===== config.mk =====
export PLATFORM = sky130hd
export DESIGN_NAME = ipv4_address_string_validator_flat
export DESIGN_NICKNAME = d
export VERILOG_FILES = /design/src/design/ipv4v_pkg.sv /design/src/design/ipv4v_if.sv /design/src/design/ipv4v_front.sv /design/src/design/ipv4v_queue.sv /design/src/design/ipv4v_back.sv /design/src/design/ipv4_address_string_validator.sv /design/src/flat_wrapper.sv
export SDC_FILE = /design/constraint.sdc
export NUM_CORES = 1
export LEC_CHECK = 0
export BUFFER_PORTS_ARGS = -buffer_cell sky130_fd_sc_hd__clkbuf_2
export CAP_MARGIN = 40
export CORE_MARGIN = 2
export CORE_UTILIZATION = 50
export CTS_CLUSTER_DIAMETER = 60
export DETAILED_ROUTE_END_ITERATION = 8
export GPL_TIMING_DRIVEN = 0
export PLACE_DENSITY = 0.65
export SETUP_SLACK_MARGIN = 0.02
export SLEW_MARGIN = 10
export SYNTH_ARGS = -nofsm -noshare
export SYNTH_HDL_FRONTEND = slang
export SYNTH_SLANG_ARGS = --single-unit

===== constraint.sdc =====
create_clock -name clk -period 5.9 [get_ports clk]
set_clock_uncertainty 0.05 [all_clocks]
set_input_delay 0 -clock clk [delete_from_list [all_inputs] [get_ports clk]]
set_output_delay 0 -clock clk [all_outputs]
set_load 0.005 [all_outputs]

===== src/design/ipv4v_pkg.sv =====
`timescale 1ns / 1ps
// Shared types and constants of the IPv4 address string validator.
// No dependencies; every design file but the interfaces uses this package.
package ipv4v_pkg;

    localparam int LEN_W = 5;
    localparam int DOT_W = 2;
    localparam int DIG_W = 2;
    localparam int OCT_W = 10;

    localparam logic [LEN_W-1:0] LEN_MIN = 5'd7;
    localparam logic [LEN_W-1:0] LEN_MAX = 5'd15;
    localparam logic [LEN_W-1:0] LEN_SAT = 5'd31;
    localparam logic [DOT_W-1:0] MAX_DOTS = 2'd3;
    localparam logic [DIG_W-1:0] MAX_DIGITS = 2'd3;
    localparam logic [OCT_W-1:0] ADDR_LIMIT = 10'd254;
    localparam logic [OCT_W-1:0] MASK_LIMIT = 10'd255;

    localparam logic [7:0] CH_ZERO = 8'h30;
    localparam logic [7:0] CH_NINE = 8'h39;
    localparam logic [7:0] CH_DOT = 8'h2E;
    localparam logic [7:0] CH_LX = 8'h78;
    localparam logic [7:0] CH_UX = 8'h58;
    localparam logic [7:0] CH_LA = 8'h61;
    localparam logic [7:0] CH_LF = 8'h66;
    localparam logic [7:0] CH_UA = 8'h41;
    localparam logic [7:0] CH_UF = 8'h46;

    // default depth of the queue between the classifier and the checker
    localparam int Q_DEPTH = 2;

    // one classified character
    typedef struct packed {
        logic       is_digit;
        logic       is_dot;
        logic       is_x;
        logic       is_hexd;
        logic       is_zero;
        logic [3:0] digit;
        logic       last;
    } char_class_t;

endpackage


===== src/design/ipv4v_if.sv =====
`timescale 1ns / 1ps
// Handshake channels of the validator: character input, result output and
// the mode register write port. Depends on nothing.
interface ipv4v_char_if;
    logic       valid;
    logic       ready;
    logic [7:0] char_code;
    logic       last_char;
    modport source (output valid, output char_code, output last_char, input ready);
    modport sink (input valid, input char_code, input last_char, output ready);
endinterface

interface ipv4v_res_if;
    logic valid;
    logic ready;
    logic valid_res;
    logic hex_form;
    modport source (output valid, output valid_res, output hex_form, input ready);
    modport sink (input valid, input valid_res, input hex_form, output ready);
endinterface

interface ipv4v_cfg_if;
    logic valid;
    logic ready;
    logic netmask_mode;
    modport source (output valid, output netmask_mode, input ready);
    modport sink (input valid, input netmask_mode, output ready);
endinterface


===== src/design/ipv4v_front.sv =====
`timescale 1ns / 1ps
// Front end: accepts characters and classifies them for the queue.
// Depends on ipv4v_pkg and ipv4v_char_if.
module ipv4v_front (
    ipv4v_char_if.sink             char_in,
    output ipv4v_pkg::char_class_t push_data,
    output logic                   push_valid,
    input  logic                   push_ready
);
    import ipv4v_pkg::*;

    logic [7:0] c;
    logic [3:0] off;

    assign c   = char_in.char_code;
    assign off = c[3:0] - CH_ZERO[3:0];

    always_comb
    begin
        push_data.is_digit = (c >= CH_ZERO) && (c <= CH_NINE);
        push_data.is_dot   = (c == CH_DOT);
        push_data.is_x     = (c == CH_LX) || (c == CH_UX);
        push_data.is_hexd  = push_data.is_digit || ((c >= CH_LA) && (c <= CH_LF))
                             || ((c >= CH_UA) && (c <= CH_UF));
        push_data.is_zero  = (c == CH_ZERO);
        push_data.digit    = off;
        push_data.last     = char_in.last_char;
    end

    assign push_valid   = char_in.valid;
    assign char_in.ready = push_ready;

endmodule


===== src/design/ipv4v_queue.sv =====
`timescale 1ns / 1ps
// Small FIFO that decouples the classifier from the string checker.
// Depends on ipv4v_pkg.
module ipv4v_queue #(
    parameter int QDEPTH = ipv4v_pkg::Q_DEPTH
) (
    input  logic                   clk,
    input  logic                   rst_n,
    input  ipv4v_pkg::char_class_t push_data,
    input  logic                   push_valid,
    output logic                   push_ready,
    output ipv4v_pkg::char_class_t pop_data,
    output logic                   pop_valid,
    input  logic                   pop_ready
);
    import ipv4v_pkg::*;

    localparam int AW = (QDEPTH > 1) ? $clog2(QDEPTH) : 1;
    localparam int CW = $clog2(QDEPTH + 1);
    localparam logic [AW-1:0] LAST_PTR = AW'(QDEPTH - 1);
    localparam logic [CW-1:0] FULL_CNT = CW'(QDEPTH);

    char_class_t    mem_reg [QDEPTH];
    logic [AW-1:0]  wr_ptr_reg, wr_ptr_next;
    logic [AW-1:0]  rd_ptr_reg, rd_ptr_next;
    logic [CW-1:0]  count_reg, count_next;
    logic           do_push, do_pop;

    assign push_ready = (count_reg != FULL_CNT);
    assign pop_valid  = (count_reg != '0);
    assign pop_data   = mem_reg[rd_ptr_reg];
    assign do_push    = push_valid && push_ready;
    assign do_pop     = pop_valid && pop_ready;

    always_comb
    begin
        wr_ptr_next = wr_ptr_reg;
        rd_ptr_next = rd_ptr_reg;
        count_next  = count_reg;
        if (do_push)
        begin
            wr_ptr_next = (wr_ptr_reg == LAST_PTR) ? '0 : wr_ptr_reg + 1'b1;
        end
        if (do_pop)
        begin
            rd_ptr_next = (rd_ptr_reg == LAST_PTR) ? '0 : rd_ptr_reg + 1'b1;
        end
        if (do_push && !do_pop)
        begin
            count_next = count_reg + 1'b1;
        end
        else if (do_pop && !do_push)
        begin
            count_next = count_reg - 1'b1;
        end
    end

    always_ff @(posedge clk or negedge rst_n)
    begin
        if (!rst_n)
        begin
            wr_ptr_reg <= '0;
            rd_ptr_reg <= '0;
            count_reg  <= '0;
        end
        else
        begin
            wr_ptr_reg <= wr_ptr_next;
            rd_ptr_reg <= rd_ptr_next;
            count_reg  <= count_next;
        end
    end

    always_ff @(posedge clk)
    begin
        if (do_push)
        begin
            mem_reg[wr_ptr_reg] <= push_data;
        end
    end

endmodule


===== src/design/ipv4v_back.sv =====
`timescale 1ns / 1ps
// Back end: runs the dotted and hex checks per character, holds the mode
// register and the result register. Depends on ipv4v_pkg and the interfaces.
module ipv4v_back (
    input  logic                   clk,
    input  logic                   rst_n,
    input  ipv4v_pkg::char_class_t pop_data,
    input  logic                   pop_valid,
    output logic                   pop_ready,
    ipv4v_res_if.source            res_out,
    ipv4v_cfg_if.sink              cfg
);
    import ipv4v_pkg::*;

    logic              mode_reg;
    logic [LEN_W-1:0]  len_reg, len_next;
    logic [DOT_W-1:0]  dots_reg, dots_next;
    logic [DIG_W-1:0]  digs_reg, digs_next;
    logic [OCT_W-1:0]  oct_reg, oct_next;
    logic              prev_dot_reg, prev_dot_next;
    logic              first_zero_reg, first_zero_next;
    logic              dot_fail_reg, dot_fail_next;
    logic              hex_fail_reg, hex_fail_next;
    logic              saw_x_reg, saw_x_next;
    logic              rv_reg, rv_next;
    logic              res_ok_reg, res_ok_next;
    logic              res_hex_reg, res_hex_next;

    logic              take;
    logic [OCT_W-1:0]  limit;
    logic [OCT_W-1:0]  oct_shift;
    logic              len_ok, dot_ok;

    assign cfg.ready   = 1'b1;
    assign limit       = mode_reg ? MASK_LIMIT : ADDR_LIMIT;
    // octet * 10 + digit, kept to the register width
    assign oct_shift   = {oct_reg[OCT_W-4:0], 3'b000} + {oct_reg[OCT_W-2:0], 1'b0}
                         + {{(OCT_W-4){1'b0}}, pop_data.digit};
    // a character with no result never waits on the output register
    assign pop_ready   = !rv_reg || res_out.ready || !pop_data.last;
    assign take        = pop_valid && pop_ready;

    assign res_out.valid     = rv_reg;
    assign res_out.valid_res = res_ok_reg;
    assign res_out.hex_form  = res_hex_reg;

    always_comb
    begin
        len_next        = len_reg;
        dots_next       = dots_reg;
        digs_next       = digs_reg;
        oct_next        = oct_reg;
        prev_dot_next   = prev_dot_reg;
        first_zero_next = first_zero_reg;
        dot_fail_next   = dot_fail_reg;
        hex_fail_next   = hex_fail_reg;
        saw_x_next      = saw_x_reg;
        rv_next         = rv_reg && !res_out.ready;
        res_ok_next     = res_ok_reg;
        res_hex_next    = res_hex_reg;
        len_ok          = 1'b0;
        dot_ok          = 1'b0;

        if (take)
        begin
            len_next   = (len_reg == LEN_SAT) ? len_reg : len_reg + 1'b1;
            saw_x_next = saw_x_reg || pop_data.is_x;

            // hex form: x only as the second char after a leading zero
            if ((len_reg == LEN_W'(1)) && pop_data.is_x)
            begin
                hex_fail_next = hex_fail_reg || !first_zero_reg;
            end
            else
            begin
                hex_fail_next = hex_fail_reg || !pop_data.is_hexd;
            end
            if (len_reg == '0)
            begin
                first_zero_next = pop_data.is_zero;
            end

            // dotted form
            priority if (pop_data.is_digit)
            begin
                if (digs_reg == MAX_DIGITS)
                begin
                    dot_fail_next = 1'b1;
                end
                else
                begin
                    digs_next = digs_reg + 1'b1;
                    oct_next  = oct_shift;
                end
                prev_dot_next = 1'b0;
            end
            else if (pop_data.is_dot)
            begin
                if ((len_reg == '0) || prev_dot_reg || (oct_reg > limit)
                    || (dots_reg == MAX_DOTS))
                begin
                    dot_fail_next = 1'b1;
                end
                if (dots_reg != MAX_DOTS)
                begin
                    dots_next = dots_reg + 1'b1;
                end
                oct_next      = '0;
                digs_next     = '0;
                prev_dot_next = 1'b1;
            end
            else
            begin
                dot_fail_next = 1'b1;
                prev_dot_next = 1'b0;
            end

            if (pop_data.last)
            begin
                len_ok = (len_next >= LEN_MIN) && (len_next <= LEN_MAX);
                dot_ok = !dot_fail_next && (dots_next == MAX_DOTS) && (digs_next != '0)
                         && (oct_next <= limit) && (mode_reg || (oct_next != '0));
                rv_next      = 1'b1;
                res_hex_next = saw_x_next;
                res_ok_next  = len_ok && (saw_x_next ? !hex_fail_next : dot_ok);

                // string done: clear for the next one
                len_next        = '0;
                dots_next       = '0;
                digs_next       = '0;
                oct_next        = '0;
                prev_dot_next   = 1'b0;
                first_zero_next = 1'b0;
                dot_fail_next   = 1'b0;
                hex_fail_next   = 1'b0;
                saw_x_next      = 1'b0;
            end
        end
    end

    always_ff @(posedge clk or negedge rst_n)
    begin
        if (!rst_n)
        begin
            mode_reg       <= 1'b0;
            len_reg        <= '0;
            dots_reg       <= '0;
            digs_reg       <= '0;
            oct_reg        <= '0;
            prev_dot_reg   <= 1'b0;
            first_zero_reg <= 1'b0;
            dot_fail_reg   <= 1'b0;
            hex_fail_reg   <= 1'b0;
            saw_x_reg      <= 1'b0;
            rv_reg         <= 1'b0;
        end
        else
        begin
            if (cfg.valid)
            begin
                mode_reg <= cfg.netmask_mode;
            end
            len_reg        <= len_next;
            dots_reg       <= dots_next;
            digs_reg       <= digs_next;
            oct_reg        <= oct_next;
            prev_dot_reg   <= prev_dot_next;
            first_zero_reg <= first_zero_next;
            dot_fail_reg   <= dot_fail_next;
            hex_fail_reg   <= hex_fail_next;
            saw_x_reg      <= saw_x_next;
            rv_reg         <= rv_next;
        end
    end

    always_ff @(posedge clk)
    begin
        res_ok_reg  <= res_ok_next;
        res_hex_reg <= res_hex_next;
    end

endmodule


===== src/design/ipv4_address_string_validator.sv =====
`timescale 1ns / 1ps
// Throughput: one character per cycle, sustained, while results are taken.
// A final character's result passes through the queue and then the result
// register before it shows.
// The queue of QDEPTH entries lets input continue while a result is stalled.
// Reset (rst_n low, asynchronous) empties the queue, drops any result, clears
// the string state and sets the mode to host address.
module ipv4_address_string_validator #(
    parameter int QDEPTH = ipv4v_pkg::Q_DEPTH
) (
    input  logic        clk,
    input  logic        rst_n,
    ipv4v_char_if.sink  char_in,
    ipv4v_res_if.source res_out,
    ipv4v_cfg_if.sink   cfg
);
    import ipv4v_pkg::*;

    char_class_t push_data;
    logic        push_valid, push_ready;
    char_class_t pop_data;
    logic        pop_valid, pop_ready;

    // classify each accepted character
    ipv4v_front u_front (
        .char_in    (char_in),
        .push_data  (push_data),
        .push_valid (push_valid),
        .push_ready (push_ready)
    );

    // hold classified characters so either side may stall on its own
    ipv4v_queue #(
        .QDEPTH (QDEPTH)
    ) u_queue (
        .clk        (clk),
        .rst_n      (rst_n),
        .push_data  (push_data),
        .push_valid (push_valid),
        .push_ready (push_ready),
        .pop_data   (pop_data),
        .pop_valid  (pop_valid),
        .pop_ready  (pop_ready)
    );

    // advance the string checks and emit a result on each final character
    ipv4v_back u_back (
        .clk       (clk),
        .rst_n     (rst_n),
        .pop_data  (pop_data),
        .pop_valid (pop_valid),
        .pop_ready (pop_ready),
        .res_out   (res_out),
        .cfg       (cfg)
    );

endmodule


===== src/flat_wrapper.sv =====
// flat-port wrapper written by rule: the top's interface ports become plain ports
module ipv4_address_string_validator_flat import ipv4v_pkg::*;
#(
    parameter int QDEPTH = ipv4v_pkg::Q_DEPTH
)
  (clk, rst_n, char_in_valid, char_in_char_code, char_in_last_char, char_in_ready, res_out_valid, res_out_valid_res, res_out_hex_form, res_out_ready, cfg_valid, cfg_netmask_mode, cfg_ready);
  ipv4v_char_if char_in_i ();
  ipv4v_res_if res_out_i ();
  ipv4v_cfg_if cfg_i ();
  input  logic clk;
  input  logic rst_n;
  input wire logic [$bits(char_in_i.valid)-1:0] char_in_valid;
  input wire logic [$bits(char_in_i.char_code)-1:0] char_in_char_code;
  input wire logic [$bits(char_in_i.last_char)-1:0] char_in_last_char;
  output wire logic [$bits(char_in_i.ready)-1:0] char_in_ready;
  output wire logic [$bits(res_out_i.valid)-1:0] res_out_valid;
  output wire logic [$bits(res_out_i.valid_res)-1:0] res_out_valid_res;
  output wire logic [$bits(res_out_i.hex_form)-1:0] res_out_hex_form;
  input wire logic [$bits(res_out_i.ready)-1:0] res_out_ready;
  input wire logic [$bits(cfg_i.valid)-1:0] cfg_valid;
  input wire logic [$bits(cfg_i.netmask_mode)-1:0] cfg_netmask_mode;
  output wire logic [$bits(cfg_i.ready)-1:0] cfg_ready;
  assign char_in_i.valid = char_in_valid;
  assign char_in_i.char_code = char_in_char_code;
  assign char_in_i.last_char = char_in_last_char;
  assign char_in_ready = char_in_i.ready;
  assign res_out_valid = res_out_i.valid;
  assign res_out_valid_res = res_out_i.valid_res;
  assign res_out_hex_form = res_out_i.hex_form;
  assign res_out_i.ready = res_out_ready;
  assign cfg_i.valid = cfg_valid;
  assign cfg_i.netmask_mode = cfg_netmask_mode;
  assign cfg_ready = cfg_i.ready;
  ipv4_address_string_validator #(.QDEPTH(QDEPTH)) u_core (.clk(clk), .rst_n(rst_n), .char_in(char_in_i), .res_out(res_out_i), .cfg(cfg_i));
endmodule

== Word level (Yosys, flattened, before mapping) ==
Memory sizes are Yosys's and may differ from the RTL's.
Cells that the tools add are included.

* Logic and storage cells: 133
* Bits in latches: 0
* Input port bits: 15
* Register bits after elaboration: 32
* Bits in writable memories: 20
* ROM bits: 0
* Memories: 1

{| class="wikitable"
|+ Memory list
! memory !! depth !! width !! read ports !! clocked after memory_dff !! wr ports !! line !! text
|-
| u_core.u_queue.mem_reg || 2 || 10 || 1 || 0 || 1 || ipv4v_queue.sv:23 || <nowiki>char_class_t mem_reg [QDEPTH];</nowiki>
|}

* Multiply operators: 0
* Reduce and logical (&&, ||, !) cells: 44
* Div/mod/pow operators: 0
* Shift-type cells: 0
* Bitwise operators: 0
* Eq/ne operators: 11
* $lt $le $gt $ge: 10
* Muxes and demuxes: 42
* $add $sub $neg: 9

{| class="wikitable"
|+ Operators by type and width
! cell !! count
|-
| $mux 10 || 5
|-
| $mux 2 || 12
|-
| $mux 1 || 23
|-
| $eq 8x6->1 const B || 2
|-
| $eq 8x7->1 const B || 2
|-
| $ge 8x7->1 const B || 2
|-
| $le 8x7->1 const B || 2
|-
| $logic_and 1x1->1 || 15
|-
| $logic_or 1x1->1 || 12
|-
| $add 10x10->10 || 1
|-
| $add 10x4->10 || 1
|-
| $gt 10x10->1 || 1
|-
| $le 10x10->1 || 1
|-
| $mux 5 || 2
|-
| $reduce_bool 10->1 || 1
|-
| $logic_not 1->1 || 9
|-
| $ge 8x6->1 const B || 1
|-
| $le 8x6->1 const B || 1
|-
| $reduce_bool 2->1 || 4
|-
| $add 2x1->2 const B || 3
|-
| $eq 2x2->1 const B || 3
|-
| $add 5x1->5 const B || 1
|-
| $eq 5x1->1 const B || 1
|-
| $eq 5x5->1 const B || 1
|-
| 7 further kinds || 10
|}

== Depth between registers and ports, before layout ==
Gate-level depths: netlist of run 1.

* Depth after elaboration: 15
* Gate-level depth with buffers: 13
* Depth with buffers taken out: 11

== By module ==
A second synthesis of run 1 with hierarchy kept.

* Cell total of the unflattened synthesis: 311
* Area, all modules: 3220.6 um2

{| class="wikitable"
|+ By module, submodules not included
! module !! area each (um2) !! cells an instance !! instances
|-
| ipv4v_back || 2123.3 || 237 || 1
|-
| ipv4v_queue || 932.1 || 49 || 1
|-
| ipv4v_front || 165.2 || 25 || 1
|}

== Worst setup path after synthesis of run 1 ==
No wires, ideal clock.

* Kind: reg-to-reg
* From: reg u_core.u_queue.rd_ptr_reg
* To: reg u_core.u_back.res_ok_reg, in the netlist u_core.u_back.res_out.valid_res (data pin)
* Stages on the path, launching flop included: 14
* Buffers on the path: 2
* Arrival: 3042 ps
* Path slack: 2544 ps
* Library setup time: 264 ps
* Cells stage by stage: dfrtp_1 > buf_6 > buf_6 > mux2_2 > ha_1 > ha_1 > fa_1 > xor2_1 > or2_2 > a21oi_2 > o311ai_1 > or3_1 > mux2i_1 > o31ai_1

* Longest elaborated chain between the ends: 11
* Elaborated cells between the ends (all ways): 34
* Classes of those cells: add/sub (1); order compare (1); eq/ne (1); mux (16); reduce/logical (14); memory (1)

{| class="wikitable"
|+ Ends and longest elaborated chain
! what !! line !! text
|-
| from (decl) || ipv4v_queue.sv:25 || <nowiki>logic [AW-1:0] rd_ptr_reg, rd_ptr_next;</nowiki>
|-
| from (signal assigned) || ipv4v_queue.sv:69 || <nowiki>rd_ptr_reg <= rd_ptr_next;</nowiki>
|-
| $mem_v2 2x10 * || -- ||
|-
| parallel branches: the longest is 8 deep, another holds $add 10x4->10 || -- ||
|-
| $mux 1 * || ipv4v_back.sv:125 || <nowiki>res_ok_next = len_ok && (saw_x_next ? !hex_fail_next : dot_ok);</nowiki>
|-
| $logic_and 1x1->1 * || ipv4v_back.sv:125 ||
|-
| to (signal assigned) || ipv4v_back.sv:178 || <nowiki>res_ok_reg <= res_ok_next;</nowiki>
|-
| to (decl) || ipv4v_back.sv:26 || <nowiki>logic res_ok_reg, res_ok_next;</nowiki>
|}

Mark *: on every way between the ends. The select of a mux whose other input is x is not followed.
A chain may end at the register's enable or synchronous reset.

== Final worst setup path of run 1 ==
Same ends and word-level chain as after synthesis.

==> results of run 1 <==
metal layers:
metal  global-route usage  vias to the layer above  wire (um)
met3               0.0242                        4        198
met2                0.315                       35       2900
met5                    0                        -          0
met4               0.0583                        0         40
li1                     -                     1118          -
met1                0.289                     1060       2940
stage by stage:
step | hold slack, ns | util
3_3_place_gp | 0.0690 | 0.546
4_1_cts | 0.0353 | 0.582
2_1_floorplan | -0.346 | -
6_report | 0.0430 | 0.582
3_5_place_dp | 0.0685 | 0.547
5_1_grt | 0.0489 | 0.582
cell families after synthesis:
| kind of cell | Yosys count |
|---|---|
| simple gates | 88 |
| compound gates | 74 |
| flops | 52 |
| fa+ha+maj | 22 |
| buf+inv | 20 |
| mux | 13 |
| xor+xnor | 12 |
| other cells | 1 |
worst max path at each step:
stage	endpoint	slack (ns)	depth (start not counted)
floorplan	u_core.u_back.res_out.valid_res$_DFFE_PP_	2.54	13
global placement	u_core.u_back.res_out.valid_res$_DFFE_PP_	2.28	13
detailed placement	u_core.u_back.res_out.valid_res$_DFFE_PP_	2.28	13
CTS	u_core.u_back.res_out.valid_res$_DFFE_PP_	2.26	13
global route	u_core.u_back.res_out.valid_res$_DFFE_PP_	2.08	13
finish	u_core.u_back.res_out.valid_res$_DFFE_PP_	2.28	13
cells in the mapped netlist, types with 2 or more instances:
master	number
edfxtp_1	22
nor2_1	22
a21oi_2	2
a22oi_1	2
buf_4	2
nand2b_1	2
ha_1	20
xor2_1	5
xnor2_1	7
mux2_2	4
o21ai_0	15
a21oi_1	16
a41oi_1	2
o22a_1	2
nand3_1	7
or3_1	2
buf_2	3
dfrtp_1	30
fa_1	2
a22o_1	7
nor3_1	6
o22ai_1	3
o31ai_1	4
mux2_4	2
mux2i_1	6
a31oi_1	3
nand2_1	28
nand4_1	4
clkbuf_1	3
o211ai_1	2
buf_6	2
a211oi_1	3
nor4_1	4
inv_1	9
layout make-up:
| class | count | area [um2] |
|---|---|---|
| buffer | 10 | 63.8 |
| fill | 525 | 2460 |
| clock inverter | 1 | 8.76 |
| timing repair buffer | 31 | 218 |
| inverter | 10 | 37.5 |
| sequential | 52 | 1410 |
| clock buffer | 7 | 76.3 |
| multi-input combinational | 210 | 1520 |
| tap | 75 | 93.8 |
worst register-to-register path, cell delays in order (launching register included):
cell      delay (ns)
dfrtp_1         0.35
buf_6           0.15
buf_6           0.17
mux2_2          0.35
ha_1            0.30
ha_1            0.24
fa_1            0.42
xor2_1          0.18
or2_2           0.29
a21oi_2         0.13
o311ai_1        0.11
or3_1           0.38
mux2i_1         0.19
o31ai_1         0.09
report_power, final:
part | switching [W] | total [W] | internal [W]
Sequential | 0.000103 | 0.000609 | 0.000506
Combinational | 0.000525 | 0.000905 | 0.000381
Clock | 0.000113 | 0.000198 | 0.0000850
==> metrics.yaml, run 1 <==
global_route:
  grt_overflow: 0
  track_usage: 0.199
  grt_pass1_wl_um: 10100
  grt_max_degree: 31
  grt_antenna_before_repair: 0
  grt_pass1_vias: 2096
setup_path:
  start_kind: "flop"
  setup.worst_path.start: "u_core.u_queue.rd_ptr_reg$_DFFE_PN0P_"
  reg2reg_from: "u_core.u_queue.rd_ptr_reg$_DFFE_PN0P_"
  path_max_fanout: 10
  crit_arrival_ns: 3.63
  worstPathBufferInverterCount: 2
  path_cells: "buf_6, buf_6, mux2_2, ha_1, ha_1, fa_1, xor2_1, or2_2, a21oi_2, o311ai_1, or3_1, mux2i_1, o31ai_1"
  cp_slowest_cell: "fa_1"
  r2r_end: "u_core.u_back.res_out.valid_res$_DFFE_PP_"
  worst_setup_path_end_kind: "flop"
  cpPeakStageDelay_ns: 0.42
  critPathKind: "flop to flop"
  cpLargestDelayFamily: "adder cells"
  reg2reg_depth: 13
  worst-r2r-setup-slack_ns: 2.28
  cp_data_required_time_ns: 5.91
cts:
  postCtsSetupRepairBufs: 0
  postCtsResizedCells: 0
  clock_latency_ns: 0.30
  clockBufferDepth: 2
  cts.clk_slew.worst_paths_ns: 0.10
  numClockSinks: 52
  cts_root_buf: "clkbuf_8"
  cts_made_buffers: 5
  cts_tree: "built"
  htreeDepth: 2
  cts_hold_buf: 12
final_layout:
  fin_nets: 357
  largest_reg_flops: 20
  final_common_cell: "dfrtp_1"
  area_growth_pct: 13.1
  final_cells: 396
  final_cell_area_um2: 3430
  final_cell_mix: "dfrtp_1, nand2_1, nor2_1, edfxtp_1, ha_1"
  antenna_cells: 0
  layout-drive-gt1-share: 0.162
worst_hold_path:
  worstHoldStart: "char_in_char_code[6]"
  holdCritPathClass: "input pin to flop"
  holdPathStages: 2
  hold_end: "u_core.u_queue.mem_reg[1][7]$_DFFE_PP_"
synth:
  async_flop_share: 0.577
  synth_compound_area_frac: 0.170
  ys_types: 63
  synth-seq-area-share: 0.466
  synth-xor-area-share: 0.0347
  synth-edff-count: 22
  synth-simple-area-share: 0.147
  syn_area_um2: 3030
  syn_area_per_cell_um2: 10.7
  synth_top_family_by_area: "compound AO/OA/AOI/OAI gates"
  yosysWarningCount: 0
  yosys.area_share.adder: 0.0958
  netlist_top_cells_area: "dfrtp_1, edfxtp_1, ha_1"
  yosysTopAreaCellShare: 0.248
  yosys-mux-area-fraction: 0.0520
  syn_nets: 319
  synth_cells: 282
  synth_seq_cells: 52
  yosys.area.top_type: "dfrtp_1"
  yosys_most_used_dff: "dfrtp_1"
power_and_ir_drop:
  powerDensity_nw_per_um2: 500
  leakage_nw: 1.46
  peakVddDrop_mv: 0.231
  p_total_w: 0.00171
routing:
  drc: 0
  first_iter_violations: 151
  first_pass_iters: 4
  ant_nets: 0
  vias: 2217
  wirelength_um: 6090
  viasPerCell: 5.60
  wire_per_inst_um: 15.4
place:
  dp_slack_ns: 2.28
  numPlacedInstances: 376
  gp_congestion: 0.852
  dp_hpwl_um: 4360
  io_buffers: 18
  placed_area_um2: 3220
die:
  io_pins: 20
  die_area_um2: 6700
  core_um2: 5890
  dieHeight_um: 81.8
  start_util: 0.515
  die_x_um: 81.8
  rows: 28
sta:
  drv_slew: 0
  hold_violations: 0
  fin_crit_sh: 0.613
  post-route-min-period_ns: 3.62
  setup_viol: 0
  worst_pin_slew_ns: 0.772
  setup_tns_ns: 0
  max_freq_mhz: 276
  layout_setup_ws_ns: 2.28
  slew_headroom: 0.485
  rsz0062_at_grt: "no"
run:
  max-cap-violations: 0
run_status:
  outcome: "complete, no violations"
Note: power is estimated with default switching activity, not from simulation.
==> inputs of run 2 (changes only) <==
ABC_AREA = 1   (was default)
clock period = 3.39 ns   (was 5.9 ns; I/O delays follow)
==> run 2 against run 1 <==
  * Global-route usage about the same
  * Via count grew 22%
  * Non-clock buffer count fell by 5
  * Worst setup slack lost 2.0 ns
  * Area after synthesis up 6.7%
  * Core utilization shrank 0.71 points
  * Power is 79% higher
  * Worst hold slack improved by 0.00072 ns
  * Wire length up 11%
  * Sequential power rose by 66%
  * Fmax rose by 17%
  * First-iteration DRC count unchanged
  * Critical path type unchanged
==> metrics.yaml, run 2 <==
sta:
  drv_slew: 0  # unchanged
  fin_crit_sh: 0.911  # was 0.613
  max_freq_mhz: 324  # was 276 MHz
  hold_violations: 0  # unchanged
  layout_setup_ws_ns: 0.301  # was 2.28 ns
  post-route-min-period_ns: 3.09  # was 3.62 ns
  rsz0062_at_grt: "no"  # unchanged
  setup_tns_ns: 0  # unchanged
  hold_ws_ns: 0.0437  # was 0.0430 ns
  worst_pin_slew_ns: 0.771  # was 0.772 ns
  slew_headroom: 0.486  # was 0.485
  setup_viol: 0  # unchanged
setup_path:
  path_max_fanout: 10  # unchanged
  crit_arrival_ns: 3.21  # was 3.63 ns
  critPathKind: "flop to flop"  # unchanged
  cp_data_required_time_ns: 3.51  # was 5.91 ns
  start_kind: "flop"  # unchanged
  worst_setup_path_end_kind: "flop"  # unchanged
final_layout:
  largest_reg_flops: 20  # unchanged
  final_common_cell: "nand2_1"  # was dfrtp_1
  final_cell_mix: "nand2_1, inv_1, nor2_1, nand3_1, dfrtp_1"  # was dfrtp_1, nand2_1, nor2_1, edfxtp_1, ha_1
  final_cell_area_um2: 3630  # was 3430 um2
  layout-drive-gt1-share: 0.122  # was 0.162
  fin_nets: 477  # was 357
  area_growth_pct: 12.3  # was 13.1%
  utilization: 0.575  # was 0.582
  seq_area_um2: 1410  # unchanged
  multi_input_area_um2: 1530  # was 1520 um2
  antenna_cells: 0  # unchanged
  fill_cells: 594  # was 525
routing:
  ant_nets: 0  # unchanged
  first_pass_iters: 4  # unchanged
  drc: 0  # unchanged
  wire_per_inst_um: 13.0  # was 15.4 um
  first_iter_violations: 151  # unchanged
  viasPerCell: 5.24  # was 5.60
  vias: 2712  # was 2217
  wirelength_um: 6740  # was 6090 um
synth:
  yosys_most_used_dff: "dfrtp_1"  # unchanged
  syn_nets: 440  # was 319
  synth_common_cells: "nand2_1, inv_1, nand3_1, nor2_1, dfrtp_1"  # was dfrtp_1, nand2_1, edfxtp_1, nor2_1, ha_1
  synth_seq_cells: 52  # unchanged
  synth-edff-count: 22  # unchanged
  yosysWarningCount: 0  # unchanged
  netlist_top_cells_area: "dfrtp_1, edfxtp_1, nand2_1"  # was dfrtp_1, edfxtp_1, ha_1
  yosysTopAreaCellShare: 0.232  # was 0.248
  synthMostInstantiatedCell: "nand2_1"  # was dfrtp_1
  syn_area_per_cell_um2: 8.02  # was 10.7 um2
  syn_area_um2: 3230  # was 3030 um2
  synth_cells: 403  # was 282
  synth-seq-area-share: 0.437  # was 0.466
  yosys.area.top_type: "dfrtp_1"  # unchanged
  ys_types: 37  # was 63
  async_flop_share: 0.577  # unchanged
cts:
  clockBufferDepth: 2  # unchanged
  clock_latency_ns: 0.30  # about the same
  htreeDepth: 2  # unchanged
  cts_root_buf: "clkbuf_8"  # unchanged
  postCtsSetupRepairBufs: 0  # unchanged
  cts.clk_slew.worst_paths_ns: 0.10  # about the same
  numClockSinks: 52  # unchanged
  cts_tree: "built"  # unchanged
  cts_made_buffers: 5  # unchanged
die:
  rows: 29  # was 28
  core_um2: 6310  # was 5890 um2
  die_x_um: 84.4  # was 81.8 um
  io_pins: 20  # unchanged
  die_area_um2: 7120  # was 6700 um2
  start_util: 0.512  # was 0.515
  dieHeight_um: 84.4  # was 81.8 um
place:
  gp_congestion: 0.880  # was 0.852
  io_buffers: 18  # unchanged
  dp_slack_ns: 0.226  # was 2.28 ns
  placed_area_um2: 3430  # was 3220 um2
  dp_hpwl_um: 5150  # was 4360 um
global_route:
  grt_antenna_before_repair: 0  # unchanged
  track_usage: 0.199  # about the same
  grt_pass1_vias: 2576  # was 2096
  grt_pass1_wl_um: 11500  # was 10100 um
  grt_max_degree: 31  # unchanged
  grt_overflow: 0  # unchanged
power_and_ir_drop:
  leakage_nw: 1.79  # was 1.46 nW
  peakVddDrop_mv: 0.533  # was 0.231 mV
  powerDensity_nw_per_um2: 846  # was 500 nW/um2
worst_hold_path:
  holdCritPathClass: "input pin to flop"  # unchanged
run_status:
  outcome: "complete, no violations"  # unchanged
run:
  max-cap-violations: 0  # unchanged
==> run 2: kinds of logic (layout without fill, tap and decap cells) <==
logic type / after synthesis / after routing / synth area share
fa+ha+maj: 22 / 22 / 0.0898
other cells: 1 / 1 / 0.00116
xor+xnor: 6 / 6 / 0.0163
buf+inv: 68 / 106 / 0.0887
compound gates: 56 / 56 / 0.105
flops: 52 / 52 / 0.437
mux: 1 / 1 / 0.00310
simple gates: 197 / 197 / 0.259
==> run 2: timing repair <==
action,4_1_cts,5_1_grt
setup endpoints to repair,0,1
hold buffers,10,0
gates resized for setup,0,1
hold endpoints to repair,44,0
==> run 2: final cells by class <==
type / instances / area share
Tap cell: 77 / 0.0265
Inverter: 62 / 0.0641
Clock buffer: 5 / 0.0190
Timing Repair Buffer: 30 / 0.0565
Sequential cell: 52 / 0.389
Multi-Input combinational cell: 283 / 0.423
Buffer: 6 / 0.0148
Clock inverter: 3 / 0.00758
==> run 2: path summary, 6_finish.rpt <==
check | from | end | slack, ns | depth (start not counted)
worst min-delay path | char_in_char_code[5] | u_core.u_queue.mem_reg[0][8]$_DFFE_PP_ | 0.04 | 3
worst max register to register | u_core.u_queue.rd_ptr_reg$_DFFE_PN0P_ | u_core.u_back.res_out.valid_res$_DFFE_PP_ | 0.30 | 16
worst min register to register | u_core.u_back.first_zero_reg$_DFFE_PN0P_ | u_core.u_back.first_zero_reg$_DFFE_PN0P_ | 0.46 | 2
worst max-delay path | u_core.u_queue.rd_ptr_reg$_DFFE_PN0P_ | u_core.u_back.res_out.valid_res$_DFFE_PP_ | 0.30 | 16
max in group asynchronous | rst_n | u_core.u_back.oct_reg[0]$_DFFE_PN0P_ | 2.55 | 2
min in group asynchronous | rst_n | u_core.u_back.oct_reg[9]$_DFFE_PN0P_ | 0.24 | 2
==> run 2: layer usage <==
metal / global-route usage / vias up / share of wire
met4: 0.0592 / 0 / 0.011
met2: 0.342 / 54 / 0.48
met1: 0.266 / 1252 / 0.47
met5: 0 / - / 0
met3: 0.0256 / 6 / 0.036
li1: - / 1400 / -
==> run 2: power breakdown <==
part	internal [W]	leakage [nW]	total, W	switching (W)
logic	0.000607	1.14	0.00169	0.00108
registers	0.000870	0.599	0.00101	0.000140
clock network	0.000152	0.0463	0.000371	0.000219
total	0.00163	1.79	0.00307	0.00144
==> run 2: critical path, cell delays in order, from the launching register on <==
cell and delay [ns]:
dfrtp_1 0.44, buf_6 0.17, mux2i_1 0.14, fa_1 0.55, inv_1 0.08, fa_1 0.47, nand2_1 0.11, nand3_1 0.12
nand3_1 0.10, nand2_1 0.07, nand2_1 0.06, nand2_1 0.04, o21ai_1 0.17, nand3_1 0.10, nor2_1 0.10, nand2_1 0.08
a21oi_2 0.11
==> run 2: stage by stage <==
step	cells	power, W
final	518	0.00307
after global routing	518	0.00337
after CTS	518	0.00308
after detailed placement	500	0.00269
after global placement	498	0.00264
after floorplan	403	0.00226
==> inputs of run 3 (changes only) <==
ABC_AREA = 0   (was 1)
==> run 3 against run 2 <==
  * Core utilization up 2.0 points
  * Power up 1.3%
  * Sequential share of layout area up 1.4 points
  * Register-to-register slack worse by 0.18 ns
  * Cell count down 23%
  * Combinational power about the same
  * Via count down 17%
  * Critical path depth down 4
  * Sequential cell count unchanged
  * Non-clock buffer count up 6
==> metrics.yaml, run 3 (same netlist as run 1, synthesis figures left out) <==
cts:
  cts_root_buf: "clkbuf_8"  # unchanged
  clockBufferDepth: 2  # unchanged
  cts.clk_slew.worst_paths_ns: 0.10  # about the same
  cts_tree: "built"  # unchanged
  numClockSinks: 52  # unchanged
  cts_made_buffers: 5  # unchanged
  clock_latency_ns: 0.30  # about the same
  htreeDepth: 2  # unchanged
final_layout:
  fill_cells: 515  # was 594
  fin_nets: 358  # was 477
  final_cell_mix: "dfrtp_1, nand2_1, edfxtp_1, nor2_1"  # was nand2_1, inv_1, nor2_1, nand3_1, dfrtp_1
  largest_reg_flops: 20  # unchanged
  final_cells: 397  # was 518
  antenna_cells: 0  # unchanged
  layout-drive-gt1-share: 0.196  # was 0.122
  final_common_cell: "dfrtp_1"  # was nand2_1
  final_cell_area_um2: 3500  # was 3630 um2
  multi_input_area_um2: 1580  # was 1530 um2
  seq_area_um2: 1410  # unchanged
  area_growth_pct: 15.5  # was 12.3%
sta:
  setup_viol: 0  # unchanged
  max_freq_mhz: 306  # was 324 MHz
  post-route-min-period_ns: 3.27  # was 3.09 ns
  hold_violations: 0  # unchanged
  slew_headroom: 0.482  # was 0.486
  fin_crit_sh: 0.965  # was 0.911
  worst_pin_slew_ns: 0.777  # was 0.771 ns
  layout_setup_ws_ns: 0.118  # was 0.301 ns
  hold_ws_ns: 0.0412  # was 0.0437 ns
  drv_slew: 0  # unchanged
global_route:
  grt_overflow: 0  # unchanged
  grt_pass1_vias: 2087  # was 2576
  grt_pass1_wl_um: 10200  # was 11500 um
  grt_antenna_before_repair: 0  # unchanged
  track_usage: 0.200  # was 0.199
  grt_max_degree: 31  # unchanged
die:
  io_pins: 20  # unchanged
  die_x_um: 81.8  # was 84.4 um
  die_area_um2: 6700  # was 7120 um2
  core_um2: 5890  # was 6310 um2
  start_util: 0.515  # was 0.512
  dieHeight_um: 81.8  # was 84.4 um
  rows: 28  # was 29
power_and_ir_drop:
  powerDensity_nw_per_um2: 889  # was 846 nW/um2
  leakage_nw: 1.46  # was 1.79 nW
  p_total_w: 0.00311  # was 0.00307 W
  peakVddDrop_mv: 0.411  # was 0.533 mV
place:
  dp_hpwl_um: 4360  # was 5150 um
  io_buffers: 18  # unchanged
  dp_slack_ns: -0.231  # was 0.226 ns
  placed_area_um2: 3220  # was 3430 um2
  gp_congestion: 0.852  # was 0.880
  numPlacedInstances: 376  # was 500
routing:
  drc: 0  # unchanged
  wire_per_inst_um: 15.8  # was 13.0 um
  wirelength_um: 6290  # was 6740 um
  first_pass_iters: 4  # unchanged
  ant_nets: 0  # unchanged
  first_iter_violations: 144  # was 151
  viasPerCell: 5.66  # was 5.24
  vias: 2247  # was 2712
setup_path:
  cpPeakStageDelay_ns: 0.40  # was 0.55 ns
  start_kind: "flop"  # unchanged
  path_max_fanout: 4  # was 10
  cp_slowest_cell: "dfrtp_1"  # was fa_1
  worst_setup_path_end_kind: "flop"  # unchanged
  crit_arrival_ns: 3.28  # was 3.21 ns
  cp_data_required_time_ns: 3.40  # was 3.51 ns
  path_cells: "buf_12, mux2_4, ha_4, ha_4, fa_2, a211oi_2, nor2_2, xor2_1, a22o_1, or3_1, mux2i_1, o31ai_1"  # was buf_6, mux2i_1, fa_1, inv_1, fa_1, nand2_1, nand3_1, nand3_1, nand2_1, nand2_1, nand2_1, o21ai_1, nand3_1, nor2_1, nand2_1, a21oi_2
  path_common_cell: "ha_4"  # was nand2_1
  critPathKind: "flop to flop"  # unchanged
worst_hold_path:
  holdCritPathClass: "input pin to flop"  # unchanged
run_status:
  outcome: "complete, no violations"  # unchanged
run:
  max-cap-violations: 0  # unchanged
[run 3: final cells by class]
class / instances / area share
multi-input combinational: 210 / 0.451
sequential: 52 / 0.403
timing repair buffer: 33 / 0.0665
tap: 75 / 0.0268
clock buffer: 7 / 0.0218
buffer: 9 / 0.0175
inverter: 10 / 0.0107
clock inverter: 1 / 0.00250
[run 3: critical path: cells and delay by family, from the launching register on]
family | cells | cell delay [ns]
AO/OA/AOI/OAI | 3 | 0.55
XOR/XNOR | 1 | 0.14
multiplexers | 2 | 0.50
buffers and inverters | 1 | 0.14
adder cells (fa/ha/maj) | 3 | 0.79
AND/OR/NAND/NOR | 2 | 0.44
flip-flops | 1 | 0.40
[run 3: metal layers]
metal | GRT usage | share of wire
met4 | 0.0583 | 0.0091
met5 | 0 | 0
met1 | 0.291 | 0.48
met3 | 0.0242 | 0.035
met2 | 0.316 | 0.47
[run 3: report_power, final]
group	switching, W	internal (W)
Clock	0.000199	0.000148
Sequential	0.000186	0.000881
Combinational	0.000964	0.000733
[run 3: what timing repair did]
| action | 4_1_cts | 5_1_grt |
|---|---|---|
| pin swaps | 0 | 7 |
| buffers inserted | 1 | 1 |
| hold buffers | 12 | 0 |
| setup endpoints to repair | 1 | 1 |
| hold endpoints to repair | 47 | 0 |
| resized for setup | 4 | 10 |
[run 3: final timing paths]
check | startpoint | end | slack [ns] | cells after the start
worst max-delay path | u_core.u_queue.rd_ptr_reg$_DFFE_PN0P_ | u_core.u_back.res_out.valid_res$_DFFE_PP_ | 0.12 | 12
worst min-delay path | char_in_char_code[6] | u_core.u_queue.mem_reg[1][7]$_DFFE_PP_ | 0.04 | 2
worst max register to register | u_core.u_queue.rd_ptr_reg$_DFFE_PN0P_ | u_core.u_back.res_out.valid_res$_DFFE_PP_ | 0.12 | 12
worst min register to register | u_core.u_back.prev_dot_reg$_DFFE_PN0P_ | u_core.u_back.prev_dot_reg$_DFFE_PN0P_ | 0.45 | 2
max in group asynchronous | rst_n | u_core.u_queue.wr_ptr_reg$_DFFE_PN0P_ | 2.55 | 2
min in group asynchronous | rst_n | u_core.u_back.dot_fail_reg$_DFFE_PN0P_ | 0.25 | 2
[run 3: stage by stage]
stage,util,setup TNS (ns)
CTS,0.584,0
detailed placement,0.547,-0.231
finish,0.595,0
floorplan,-,0
global route,0.595,-0.000572
global placement,0.546,-0.228
